==> config.mk <==
export PLATFORM = sky130hd
export DESIGN_NAME = first_fit_block_allocator_top
export DESIGN_NICKNAME = d
export VERILOG_FILES = /design/src/ffba_pkg.sv /design/src/first_fit_block_allocator_top.sv /design/src/ffba_front.sv /design/src/ffba_queue.sv /design/src/ffba_back.sv
export SDC_FILE = /design/constraint.sdc
export NUM_CORES = 1
export LEC_CHECK = 0
export BUFFER_PORTS_ARGS = -buffer_cell sky130_fd_sc_hd__buf_2
export CORE_MARGIN = 2
export CORE_UTILIZATION = 43
export DETAILED_ROUTE_END_ITERATION = 12
export PLACE_DENSITY = 0.66
export SLEW_MARGIN = 20
export SYNTH_ARGS = -nofsm -noshare
export SYNTH_HDL_FRONTEND = slang
export SYNTH_HIERARCHICAL = 1
export SYNTH_SLANG_ARGS = --single-unit
export TNS_END_PERCENT = 20
==> constraint.sdc <==
create_clock -name clk -period 18.2 [get_ports clk]
set_input_delay 0.91 -clock clk [delete_from_list [all_inputs] [get_ports clk]]
set_output_delay 0.91 -clock clk [all_outputs]
set_load 0.01 [all_outputs]
==> src/ffba_pkg.sv <==
// shared types and constants of the first-fit block allocator
package ffba_pkg;

    localparam int DEF_MAX_ENTRIES = 16;
    localparam int DEF_ADDR_BITS   = 16;

    localparam int SIZE_W     = 17;
    localparam int OWNER_W    = 8;
    localparam int OUT_ADDR_W = 16;
    localparam int STATUS_W   = 2;
    localparam int POOL_W     = 17;

    localparam logic FUNC_ALLOC   = 1'b0;
    localparam logic FUNC_RELEASE = 1'b1;

    localparam logic [STATUS_W-1:0] ST_OK       = 2'd0;
    localparam logic [STATUS_W-1:0] ST_NOFIT    = 2'd1;
    localparam logic [STATUS_W-1:0] ST_FULL     = 2'd2;
    localparam logic [STATUS_W-1:0] ST_NOTFOUND = 2'd3;

    // command class decided by the front end
    typedef enum logic [1:0] {
        KIND_ALLOC,
        KIND_RELEASE,
        KIND_NOFIT,
        KIND_NOTFOUND
    } kind_t;

    typedef struct packed {
        kind_t              kind;
        logic [SIZE_W-1:0]  size;
        logic [OWNER_W-1:0] owner;
    } cmd_t;

    // head of the command queue as seen by the back end
    typedef struct packed {
        logic valid;
        cmd_t cmd;
    } q_head_t;

endpackage

==> src/first_fit_block_allocator_top.sv <==
// top level of the first-fit block allocator: front end, command queue, back end
//
// a request is taken when start is high and busy is low; each request gives
// exactly one result, shown on start_address and status for one cycle with
// done high, and the receiver cannot stall it, so it must take every result
// in the cycle it appears; results come in request order; an allocate or
// release that scans the table reads k table entries before its result,
// where k is at most the entry count, so at most MAX_ENTRIES; a split
// allocate holds the back end in its append state to add the free
// remainder, while its own result is not delayed; the scan walks the single
// read port of the block table memory one entry per cycle; a zero-size
// allocate and a release with owner tag 0 need no scan and get their result
// straight from the idle state; the queue holds two requests, so busy rises
// only when two are waiting; pool_size is written over the cfg channel only
// while the block is idle (cfg_ready high), and the write resets the table to
// one free block covering the pool; no clearing pass is needed after reset,
// since the table is tracked by its entry count
module first_fit_block_allocator_top import ffba_pkg::*;
#(
    parameter int MAX_ENTRIES = DEF_MAX_ENTRIES,
    parameter int ADDR_BITS   = DEF_ADDR_BITS
)
(
    input  logic                  clk,
    input  logic                  rst_n,
    // request channel
    input  logic                  start,
    output logic                  busy,
    input  logic                  func,
    input  logic [SIZE_W-1:0]     alloc_size,
    input  logic [OWNER_W-1:0]    owner_id,
    // pool size register write
    input  logic                  cfg_valid,
    output logic                  cfg_ready,
    input  logic [POOL_W-1:0]     pool_size,
    // result strobe
    output logic                  done,
    output logic [OUT_ADDR_W-1:0] start_address,
    output logic [STATUS_W-1:0]   status
);

    logic                 q_full;
    logic                 push;
    cmd_t                 push_cmd;
    logic                 pop;
    q_head_t              head;
    logic [ADDR_BITS-1:0] addr;

    // classify each transfer on the request channel
    ffba_front u_front
    (
        .start      (start),
        .func       (func),
        .alloc_size (alloc_size),
        .owner_id   (owner_id),
        .q_full     (q_full),
        .busy       (busy),
        .push       (push),
        .push_cmd   (push_cmd)
    );

    // decouples request acceptance from the table scan
    ffba_queue u_queue
    (
        .clk      (clk),
        .rst_n    (rst_n),
        .push     (push),
        .push_cmd (push_cmd),
        .pop      (pop),
        .full     (q_full),
        .head     (head)
    );

    // table memory and scan engine
    ffba_back
    #(
        .MAX_ENTRIES (MAX_ENTRIES),
        .ADDR_BITS   (ADDR_BITS)
    )
    u_back
    (
        .clk       (clk),
        .rst_n     (rst_n),
        .head      (head),
        .pop       (pop),
        .cfg_valid (cfg_valid),
        .cfg_ready (cfg_ready),
        .pool_size (pool_size),
        .done      (done),
        .addr      (addr),
        .status    (status)
    );

    // block addresses stay below the address span; the port shows the low 16 bits
    assign start_address = OUT_ADDR_W'(addr);

endmodule

==> src/ffba_front.sv <==
// front end: takes requests and sorts out those that need no table scan
module ffba_front import ffba_pkg::*;
(
    input  logic               start,
    input  logic               func,
    input  logic [SIZE_W-1:0]  alloc_size,
    input  logic [OWNER_W-1:0] owner_id,
    input  logic               q_full,
    output logic               busy,
    output logic               push,
    output cmd_t               push_cmd
);

    assign busy = q_full;
    assign push = start && !q_full;

    always_comb
    begin
        push_cmd.size  = alloc_size;
        push_cmd.owner = owner_id;
        if (func == FUNC_ALLOC)
        begin
            // zero-size request can never be served
            push_cmd.kind = (alloc_size == '0) ? KIND_NOFIT : KIND_ALLOC;
        end
        else
        begin
            // unnamed owner never matches
            push_cmd.kind = (owner_id == '0) ? KIND_NOTFOUND : KIND_RELEASE;
        end
    end

endmodule

==> src/ffba_queue.sv <==
// two-entry command queue between front and back end
module ffba_queue import ffba_pkg::*;
(
    input  logic    clk,
    input  logic    rst_n,
    input  logic    push,
    input  cmd_t    push_cmd,
    input  logic    pop,
    output logic    full,
    output q_head_t head
);

    cmd_t       slot_reg [2];
    logic       wr_ptr_reg;
    logic       rd_ptr_reg;
    logic [1:0] count_reg;
    logic [1:0] count_next;

    assign full       = (count_reg == 2'd2);
    assign head.valid = (count_reg != 2'd0);
    assign head.cmd   = slot_reg[rd_ptr_reg];

    always_comb
    begin
        count_next = count_reg;
        if (push && !pop)
        begin
            count_next = count_reg + 2'd1;
        end
        else if (pop && !push)
        begin
            count_next = count_reg - 2'd1;
        end
    end

    always_ff @(posedge clk or negedge rst_n)
    begin
        if (!rst_n)
        begin
            wr_ptr_reg <= 1'b0;
            rd_ptr_reg <= 1'b0;
            count_reg  <= 2'd0;
        end
        else
        begin
            count_reg <= count_next;
            if (push)
            begin
                wr_ptr_reg <= !wr_ptr_reg;
            end
            if (pop)
            begin
                rd_ptr_reg <= !rd_ptr_reg;
            end
        end
    end

    always_ff @(posedge clk)
    begin
        if (push)
        begin
            slot_reg[wr_ptr_reg] <= push_cmd;
        end
    end

endmodule

==> src/ffba_back.sv <==
// back end: block table memory and the first-fit scan engine
module ffba_back import ffba_pkg::*;
#(
    parameter int MAX_ENTRIES = DEF_MAX_ENTRIES,
    parameter int ADDR_BITS   = DEF_ADDR_BITS
)
(
    input  logic                  clk,
    input  logic                  rst_n,
    input  q_head_t               head,
    output logic                  pop,
    input  logic                  cfg_valid,
    output logic                  cfg_ready,
    input  logic [POOL_W-1:0]     pool_size,
    output logic                  done,
    output logic [ADDR_BITS-1:0]  addr,
    output logic [STATUS_W-1:0]   status
);

    localparam int IDX_W = $clog2(MAX_ENTRIES);
    localparam int CNT_W = $clog2(MAX_ENTRIES + 1);
    localparam int LEN_W = (ADDR_BITS + 1 > SIZE_W) ? ADDR_BITS + 1 : SIZE_W;

    typedef struct packed {
        logic [ADDR_BITS-1:0] start;
        logic [LEN_W-1:0]     length;
        logic                 used;
        logic [OWNER_W-1:0]   owner;
    } entry_t;

    typedef enum logic [1:0] {
        S_IDLE,
        S_SCAN,
        S_APPEND
    } state_t;

    localparam logic [LEN_W-1:0] SPAN = LEN_W'(1) << ADDR_BITS;

    entry_t mem [MAX_ENTRIES];
    entry_t rd_data_reg;

    state_t               state_reg;
    cmd_t                 cmd_reg;
    logic [IDX_W-1:0]     ev_idx_reg;
    logic [CNT_W-1:0]     count_reg;
    logic                 fresh0_reg;
    logic [LEN_W-1:0]     pool_reg;
    logic [ADDR_BITS-1:0] hit_start_reg;
    logic [LEN_W-1:0]     hit_len_reg;
    logic                 done_reg;
    logic [ADDR_BITS-1:0] addr_reg;
    logic [STATUS_W-1:0]  status_reg;

    entry_t           cur;
    logic [LEN_W-1:0] size_ext;
    logic [LEN_W-1:0] pool_in;
    logic [LEN_W-1:0] pool_clamped;
    logic             is_alloc;
    logic             fits;
    logic             exact;
    logic             rel_hit;
    logic             hit;
    logic             last;
    logic             table_full;
    logic [IDX_W-1:0] rd_addr;
    logic             wr_en;
    logic [IDX_W-1:0] wr_addr;
    entry_t           wr_data;
    logic             cfg_write;

    assign done   = done_reg;
    assign addr   = addr_reg;
    assign status = status_reg;

    assign cfg_ready = (state_reg == S_IDLE) && !head.valid;
    assign cfg_write = cfg_valid && cfg_ready;
    assign pop       = (state_reg == S_IDLE) && head.valid;

    // zero becomes one, anything past the address span is clipped
    always_comb
    begin
        pool_in = LEN_W'(pool_size);
        if (pool_in == '0)
        begin
            pool_clamped = LEN_W'(1);
        end
        else if (pool_in > SPAN)
        begin
            pool_clamped = SPAN;
        end
        else
        begin
            pool_clamped = pool_in;
        end
    end

    // entry 0 reads as the whole free pool until it is first written
    always_comb
    begin
        if (fresh0_reg && ev_idx_reg == '0)
        begin
            cur.start  = '0;
            cur.length = pool_reg;
            cur.used   = 1'b0;
            cur.owner  = '0;
        end
        else
        begin
            cur = rd_data_reg;
        end
    end

    assign size_ext   = LEN_W'(cmd_reg.size);
    assign is_alloc   = (cmd_reg.kind == KIND_ALLOC);
    assign fits       = !cur.used && (cur.length >= size_ext);
    assign exact      = (cur.length == size_ext);
    assign rel_hit    = cur.used && (cur.owner == cmd_reg.owner);
    assign hit        = is_alloc ? fits : rel_hit;
    assign last       = (CNT_W'(ev_idx_reg) + CNT_W'(1)) >= count_reg;
    assign table_full = (count_reg >= CNT_W'(MAX_ENTRIES));

    always_comb
    begin
        rd_addr = '0;
        wr_en   = 1'b0;
        wr_addr = ev_idx_reg;
        wr_data = cur;
        case (state_reg)
            S_SCAN:
            begin
                rd_addr = ev_idx_reg + IDX_W'(1);
                if (hit)
                begin
                    if (is_alloc)
                    begin
                        wr_en          = exact || !table_full;
                        wr_data.length = size_ext;
                        wr_data.used   = 1'b1;
                        wr_data.owner  = cmd_reg.owner;
                    end
                    else
                    begin
                        wr_en         = 1'b1;
                        wr_data.used  = 1'b0;
                        wr_data.owner = '0;
                    end
                end
            end
            S_APPEND:
            begin
                // free remainder of the split goes to the end of the table
                wr_en          = 1'b1;
                wr_addr        = count_reg[IDX_W-1:0];
                wr_data.start  = ADDR_BITS'(LEN_W'(hit_start_reg) + size_ext);
                wr_data.length = hit_len_reg - size_ext;
                wr_data.used   = 1'b0;
                wr_data.owner  = '0;
            end
            default:
            begin
                rd_addr = '0;
            end
        endcase
    end

    always_ff @(posedge clk)
    begin
        if (wr_en)
        begin
            mem[wr_addr] <= wr_data;
        end
        rd_data_reg <= mem[rd_addr];
    end

    always_ff @(posedge clk or negedge rst_n)
    begin
        if (!rst_n)
        begin
            state_reg     <= S_IDLE;
            cmd_reg       <= '0;
            ev_idx_reg    <= '0;
            count_reg     <= CNT_W'(1);
            fresh0_reg    <= 1'b1;
            pool_reg      <= (LEN_W'(1 << 16) > SPAN) ? SPAN : LEN_W'(1 << 16);
            hit_start_reg <= '0;
            hit_len_reg   <= '0;
            done_reg      <= 1'b0;
            addr_reg      <= '0;
            status_reg    <= ST_OK;
        end
        else
        begin
            done_reg <= 1'b0;
            if (cfg_write)
            begin
                pool_reg   <= pool_clamped;
                count_reg  <= CNT_W'(1);
                fresh0_reg <= 1'b1;
            end
            if (wr_en && wr_addr == '0)
            begin
                fresh0_reg <= 1'b0;
            end
            case (state_reg)
                S_IDLE:
                begin
                    if (head.valid)
                    begin
                        cmd_reg    <= head.cmd;
                        ev_idx_reg <= '0;
                        case (head.cmd.kind)
                            KIND_NOFIT:
                            begin
                                done_reg   <= 1'b1;
                                addr_reg   <= '0;
                                status_reg <= ST_NOFIT;
                            end
                            KIND_NOTFOUND:
                            begin
                                done_reg   <= 1'b1;
                                addr_reg   <= '0;
                                status_reg <= ST_NOTFOUND;
                            end
                            default:
                            begin
                                state_reg <= S_SCAN;
                            end
                        endcase
                    end
                end
                S_SCAN:
                begin
                    if (hit)
                    begin
                        done_reg  <= 1'b1;
                        state_reg <= S_IDLE;
                        if (!is_alloc)
                        begin
                            addr_reg   <= '0;
                            status_reg <= ST_OK;
                        end
                        else if (exact)
                        begin
                            addr_reg   <= cur.start;
                            status_reg <= ST_OK;
                        end
                        else if (table_full)
                        begin
                            addr_reg   <= '0;
                            status_reg <= ST_FULL;
                        end
                        else
                        begin
                            addr_reg      <= cur.start;
                            status_reg    <= ST_OK;
                            hit_start_reg <= cur.start;
                            hit_len_reg   <= cur.length;
                            state_reg     <= S_APPEND;
                        end
                    end
                    else if (last)
                    begin
                        done_reg   <= 1'b1;
                        addr_reg   <= '0;
                        status_reg <= is_alloc ? ST_NOFIT : ST_NOTFOUND;
                        state_reg  <= S_IDLE;
                    end
                    else
                    begin
                        ev_idx_reg <= ev_idx_reg + IDX_W'(1);
                    end
                end
                S_APPEND:
                begin
                    count_reg <= count_reg + CNT_W'(1);
                    state_reg <= S_IDLE;
                end
                default:
                begin
                    state_reg <= S_IDLE;
                end
            endcase
        end
    end

endmodule

==> impl_metrics.toml, run 1 <==
[yosys]
avgSynthCellArea_um2 = 14.6
ys_types = 76
yosysSeqAreaShare = 0.686
yosysMostFrequentCell = "edfxtp_1"
synthCells = 2540
syn-cell-area_um2 = 37100
synth-main-ff-cell = "edfxtp_1"
synth-edff-count = 726
synthTopCellsByCount = "726 x edfxtp_1, 323 x nand2_1, 174 x mux2i_1"
ys_async_sr_fraction = 0.127
yosysTopAreaCell = "edfxtp_1"
synth_warnings = 6
synth-seq-cells = 880
synthesis.nets = 2650
synthTopCellsByArea = "edfxtp_1 59%, dfrtp_1 7.4%, mux2i_1 4.7%"
yosys.area.top_type_share = 0.588

[die]
io_pins = 68
die_x_um = 298
num_rows = 107
dieArea_um2 = 88600
core_area_um2 = 85300
die_y_um = 298
start_util = 0.435

[clock_network]
clk_transition_reported_paths_ns = 0.07
clk_latency_ns = 0.65
htreeDepth = 3
cts.path.max_buffers = 3
clockRootBuffer = "clkbuf_16"
post_cts_buffers = 0
cts_buffers = 88
cts_num_sinks = 880
postCtsHoldBufs = 0
post_cts_resized = 0
cts_tree = "built"

[cells_and_area]
antenna-diode-count = 0
fin_area_um2 = 41800
largest_reg_flops = 672
area_delta_synth_final_pct = 12.6
layout.cells.non_filler = 3812
nets = 2702
drive_gt1_frac = 0.162

[sta]
max_clock_freq_ghz = 0.168
rsz0062_at_grt = "false"
slew_viol_final = 0
hold_viol_final = 0
period_share = 0.327
setup_ws_ns = 12.24
tns_ns = 0
skew_ns = 0.0244
finalSetupViolations = 0
tightest_slew_ns = 1.11
slew-limit-headroom = 0.258
layout_min_cycle_time_ns = 5.96

[place]
place_area_um2 = 38700
dp_hpwl_um = 55300
gp_congestion = 0.917
dp.cells = 3645
pre_cts_ws_ns = 12.34
port_buffers = 67

[power_and_ir_drop]
power.density_nw_per_um2 = 190
p_leak_nw = 14.9
ir_worst_vdd_uv = 136

[setup_path]
crit-reg2reg-launch = "u_back/ev_idx_reg[0]"
r2r_slack_ns = 12.24
arrival_ns = 6.23
r2r_end = "u_back/mem[14][38]"
worst-path-max-fanout = 64
end_kind = "flip-flop"
cp_data_required_time_ns = 18.47
path_class = "reg -> reg"
cp-start-kind = "flip-flop"
worst_r2r_path_depth = 15

[routing]
vias_per_cell = 5.79
initialDrtViolationCount = 2120
first_pass_iters = 6
finalWirelength_um = 94300
ant_nets = 0
drc = 0
vias = 22081
drt-wirelength-per-cell_um = 24.7

[global_route]
globalRouteTotalUtil = 0.210
overflow = 0
grt_pass1_vias = 21938
antenna_found_initial = 1
grt_pass1_wl_um = 140000
grt_max_degree = 90

[job]
drv_cap = 0

[min_path]
hold_path_class = "in -> async"

[status]
outcome = "finished clean"
[metrics by stage]
stage | utilization | hold slack [ns] | power (W)
floorplan | - | 0.439 | 0.00502
global placement | 0.454 | 0.469 | 0.00595
detailed placement | 0.454 | 0.472 | 0.00604
CTS | 0.489 | 0.344 | 0.00791
global route | 0.490 | 0.370 | 0.00828
finish | 0.490 | 0.316 | 0.00792
[kinds of logic after synthesis]
logic type | after synthesis | share of synthesized area
flip-flops | 880 | 0.686
AND/OR/NAND/NOR | 620 | 0.0766
AO/OA/AOI/OAI | 442 | 0.0839
multiplexers | 287 | 0.0969
buffers and inverters | 212 | 0.0265
adder cells (fa/ha/maj) | 64 | 0.0219
XOR/XNOR | 35 | 0.00826
[worst max-delay path, cell delays in order, from the launching register on]
cell and delay (ns):
dfrtp_4 1.01, clkinv_2 0.30, ha_1 0.32, and4bb_2 0.42, nand2_1 0.16, nand2_1 0.10
ha_1 0.31, nand4_1 0.13, nor3_1 0.29, o31a_1 0.21, a2111oi_4 0.08, nor2_1 0.34
o2bb2ai_1 0.30, a21oi_1 0.38, nor2_4 0.54, buf_4 0.60
[cell type report]
type / instances / area (um2)
Clock buffer: 128 / 2550
Clock inverter: 38 / 473
Fill cell: 7083 / 43500
Inverter: 45 / 170
Multi-Input combinational cell: 1448 / 10900
Sequential cell: 880 / 25500
Tap cell: 1144 / 1430
Timing Repair Buffer: 129 / 801
[report_power, final]
part	switching [W]	internal, W	total [W]
sequential	0.000215	0.00285	0.00307
clock	0.000763	0.00111	0.00187
combinational	0.00197	0.00101	0.00298
total	0.00295	0.00497	0.00792
[worst max-delay path by stage]
stage	start	end	slack (ns)	cells after the start
2_1_floorplan	u_back/ev_idx_reg[0]	u_back/mem[0][0]	11.19	18
3_3_place_gp	u_back/ev_idx_reg[0]	u_back/mem[14][39]	12.43	14
3_5_place_dp	u_back/ev_idx_reg[0]	u_back/mem[14][37]	12.34	15
4_1_cts	u_back/ev_idx_reg[0]	u_back/mem[14][27]	12.27	15
5_1_grt	u_back/ev_idx_reg[0]	u_back/mem[14][28]	11.92	14
6_report	u_back/ev_idx_reg[0]	u_back/mem[14][38]	12.24	15
[cells in the final DEF (no fill, tap or decap), drive strengths merged, types with 9 or more instances in the layout]
cell type,Yosys,layout
and2,92,92
mux4,42,42
edfxtp,726,726
clkbuf,104,128
ha,61,61
xnor2,21,21
mux2i,174,174
a21o,12,12
bufinv,0,9
mux2,71,71
o21ai,78,78
dfrtp,109,109
a22o,23,23
buf,63,129
a211oi,91,91
inv,43,48
a22oi,9,9
clkinv,2,23
a311oi,83,83
nor2,72,72
a31oi,12,12
nand3,16,16
dfxtp,42,42
xor2,14,14
a21oi,83,83
nor3,62,62
nand2,323,323
nor4,11,11
nand2b,10,10
[layer usage]
layer / wire length [um] / vias up / global-route usage
met4: 3050 / 0 / 0.0718
met5: 0 / - / 0
met2: 45100 / 821 / 0.344
met1: 39900 / 11270 / 0.286
met3: 6280 / 179 / 0.0311
li1: - / 9811 / -
Note: power is estimated with default switching activity, not from simulation.
==> run 2: changes to the inputs <==
PLACE_DENSITY = 0.68   (was 0.66)
clock period = 4.85 ns   (was 18.2 ns; I/O delays follow)
==> impl_metrics.toml, run 2 (same netlist as run 1, synthesis figures left out) <==
[routing]
first_pass_iters = 5
top_layer = "met5"
initialDrtViolationCount = 2118
drt-wirelength-per-cell_um = 24.8
wl_met2_um = 46100
vias_per_cell = 5.80
wl_met3_um = 7280
finalWirelength_um = 96900
drc = 0
ant_nets = 0
vias = 22659
wirelength_met1_um = 40100

[setup_path]
crit_slowest_cell = "nor2_4"
crit_family = "simple AND/OR/NAND/NOR gates"
path_cells = "inv_1, ha_1, nand4bb_2, buf_4, nand2_1, nand2_1, ha_1, nand4_1, nor3_1, o31a_1, a2111oi_4, nor2_2, o2bb2ai_2, a32oi_1, buf_4, nor2_4, buf_4"
critPathBufInv = 4
worst-path-max-fanout = 27
arrival_ns = 4.88
r2r_slack_ns = 0.29
critPathMostFrequentCell = "buf_4"
path_class = "reg -> reg"
cp_data_required_time_ns = 5.17
end_kind = "flip-flop"
cp-start-kind = "flip-flop"
max_stage_delay_ns = 0.82

[power_and_ir_drop]
p_leak_nw = 15.2
clock_power_share = 0.215
power.density_nw_per_um2 = 710
p_sw_w = 0.0116
combPwrFrac = 0.410
p_int_w = 0.0186
p_sw_frac = 0.384
seqPwrFrac = 0.375
ir_worst_vdd_uv = 519
p_total_w = 0.0302

[cells_and_area]
mostFrequentLayoutCell = "edfxtp_1"
final_util = 0.498
layout.cells.non_filler = 3905
nets = 2800
largest_reg_flops = 672
drive_gt1_frac = 0.168
area_delta_synth_final_pct = 14.5
antenna-diode-count = 0
final_cell_mix = "726 x edfxtp_1, 320 x nand2_1, 172 x mux2i_1"

[sta]
max_clock_freq_ghz = 0.219
finalSetupViolations = 0
slew_viol_final = 0
layout_min_cycle_time_ns = 4.56
rsz0062_at_grt = "false"
hold_viol_final = 0
period_share = 0.940
skew_ns = 0.0273
tightest_slew_ns = 1.17
slew-limit-headroom = 0.222
tns_ns = 0

[die]
core_area_um2 = 85300
die_x_um = 298
num_rows = 107
start_util = 0.435
dieArea_um2 = 88600
io_pins = 68
die_y_um = 298

[global_route]
grt_max_degree = 85
grt_pass1_vias = 22750
antenna_found_initial = 2
overflow = 0
grt_pass1_wl_um = 145000
globalRouteTotalUtil = 0.217

[clock_network]
cts_buffers = 87
cts_tree = "built"
clk_latency_ns = 0.66
htreeDepth = 3
cts.path.max_buffers = 3
clk_transition_reported_paths_ns = 0.06
post_cts_buffers = 0
clockRootBuffer = "clkbuf_16"
cts_num_sinks = 880

[job]
drv_cap = 0

[place]
dp_hpwl_um = 61500
gp_congestion = 0.898
dp.cells = 3696
port_buffers = 67

[min_path]
hold_path_class = "in -> reg"

[status]
outcome = "finished clean"
-- run 2: cell types whose count changed in the layout (fill, tap and decap cells not counted), moves of 3 or more --
cell and delta:
buf_12 +8, buf_4 +43, dlygate4sd3_1 +45, nor3_2 -4, o21ai_2 -3, nor3_4 +4
clkbuf_1 +3, bufinv_16 -5, clkbuf_8 -10, clkinv_1 +15, clkinv_2 -8
-- run 2: final timing paths --
kind / startpoint / to / cells past startpoint
setup / recovery: u_back/ev_idx_reg[1] / u_back/mem[11][36] / 17
hold reg to reg: u_queue/count_reg[1] / u_queue/count_reg[1] / 1
max in group asynchronous: rst_n / u_back/hit_len_reg[9] / 3
setup reg to reg: u_back/ev_idx_reg[1] / u_back/mem[11][36] / 17
min in group asynchronous: rst_n / u_queue/count_reg[0] / 2
hold / removal: cfg_valid / u_back/pool_reg[16] / 4
-- run 2: tightest hold or removal path: stages --
cell and delay [ns]:
buf_2 0.13, and2_1 0.26, nand2_1 0.12, nand2_1 0.05
-- run 2: repair_timing --
item	CTS	global route
setup endpoints to repair	0	25
endpoints found under the hold margin	120	0
gates resized for setup	0	1
hold buffers	45	0
-- run 2: power by group through the flow --
| stage | clock, W | sequential (W) | combinational, W |
|---|---|---|---|
| floorplan | 0 | 0.0112 | 0.00772 |
| global placement | 0 | 0.0115 | 0.0120 |
| detailed placement | 0 | 0.0115 | 0.0122 |
| CTS | 0.00657 | 0.0113 | 0.0123 |
| global route | 0.00686 | 0.0114 | 0.0133 |
| finish | 0.00649 | 0.0113 | 0.0124 |
-- run 2: final cells by class --
cell class              count  area, um2
flip-flops and latches    880      25500
inverters                  45        170
fillers                  7034      42800
well taps                1144       1430
repair buffers            227       1800
clock buffers             119       2370
multi-input cells        1449      10900
clock inverters            41        353
-- run 2: metal layers --
layer,vias to the layer above,track usage
met5,-,0
met4,2,0.0790
met3,170,0.0381
met2,948,0.354
met1,11528,0.293
li1,10011,-
-- run 2: stage by stage --
stage | cell area (um2) | setup slack (ns) | hold slack [ns]
after global placement | 39200 | 0.189 | 0.366
final | 42500 | 0.293 | 0.152
after global routing | 42500 | 0.00973 | 0.161
after floorplan | 37200 | -0.0231 | -0.0531
after detailed placement | 39200 | 0.0617 | 0.388
after CTS | 42400 | 0.0421 | 0.131
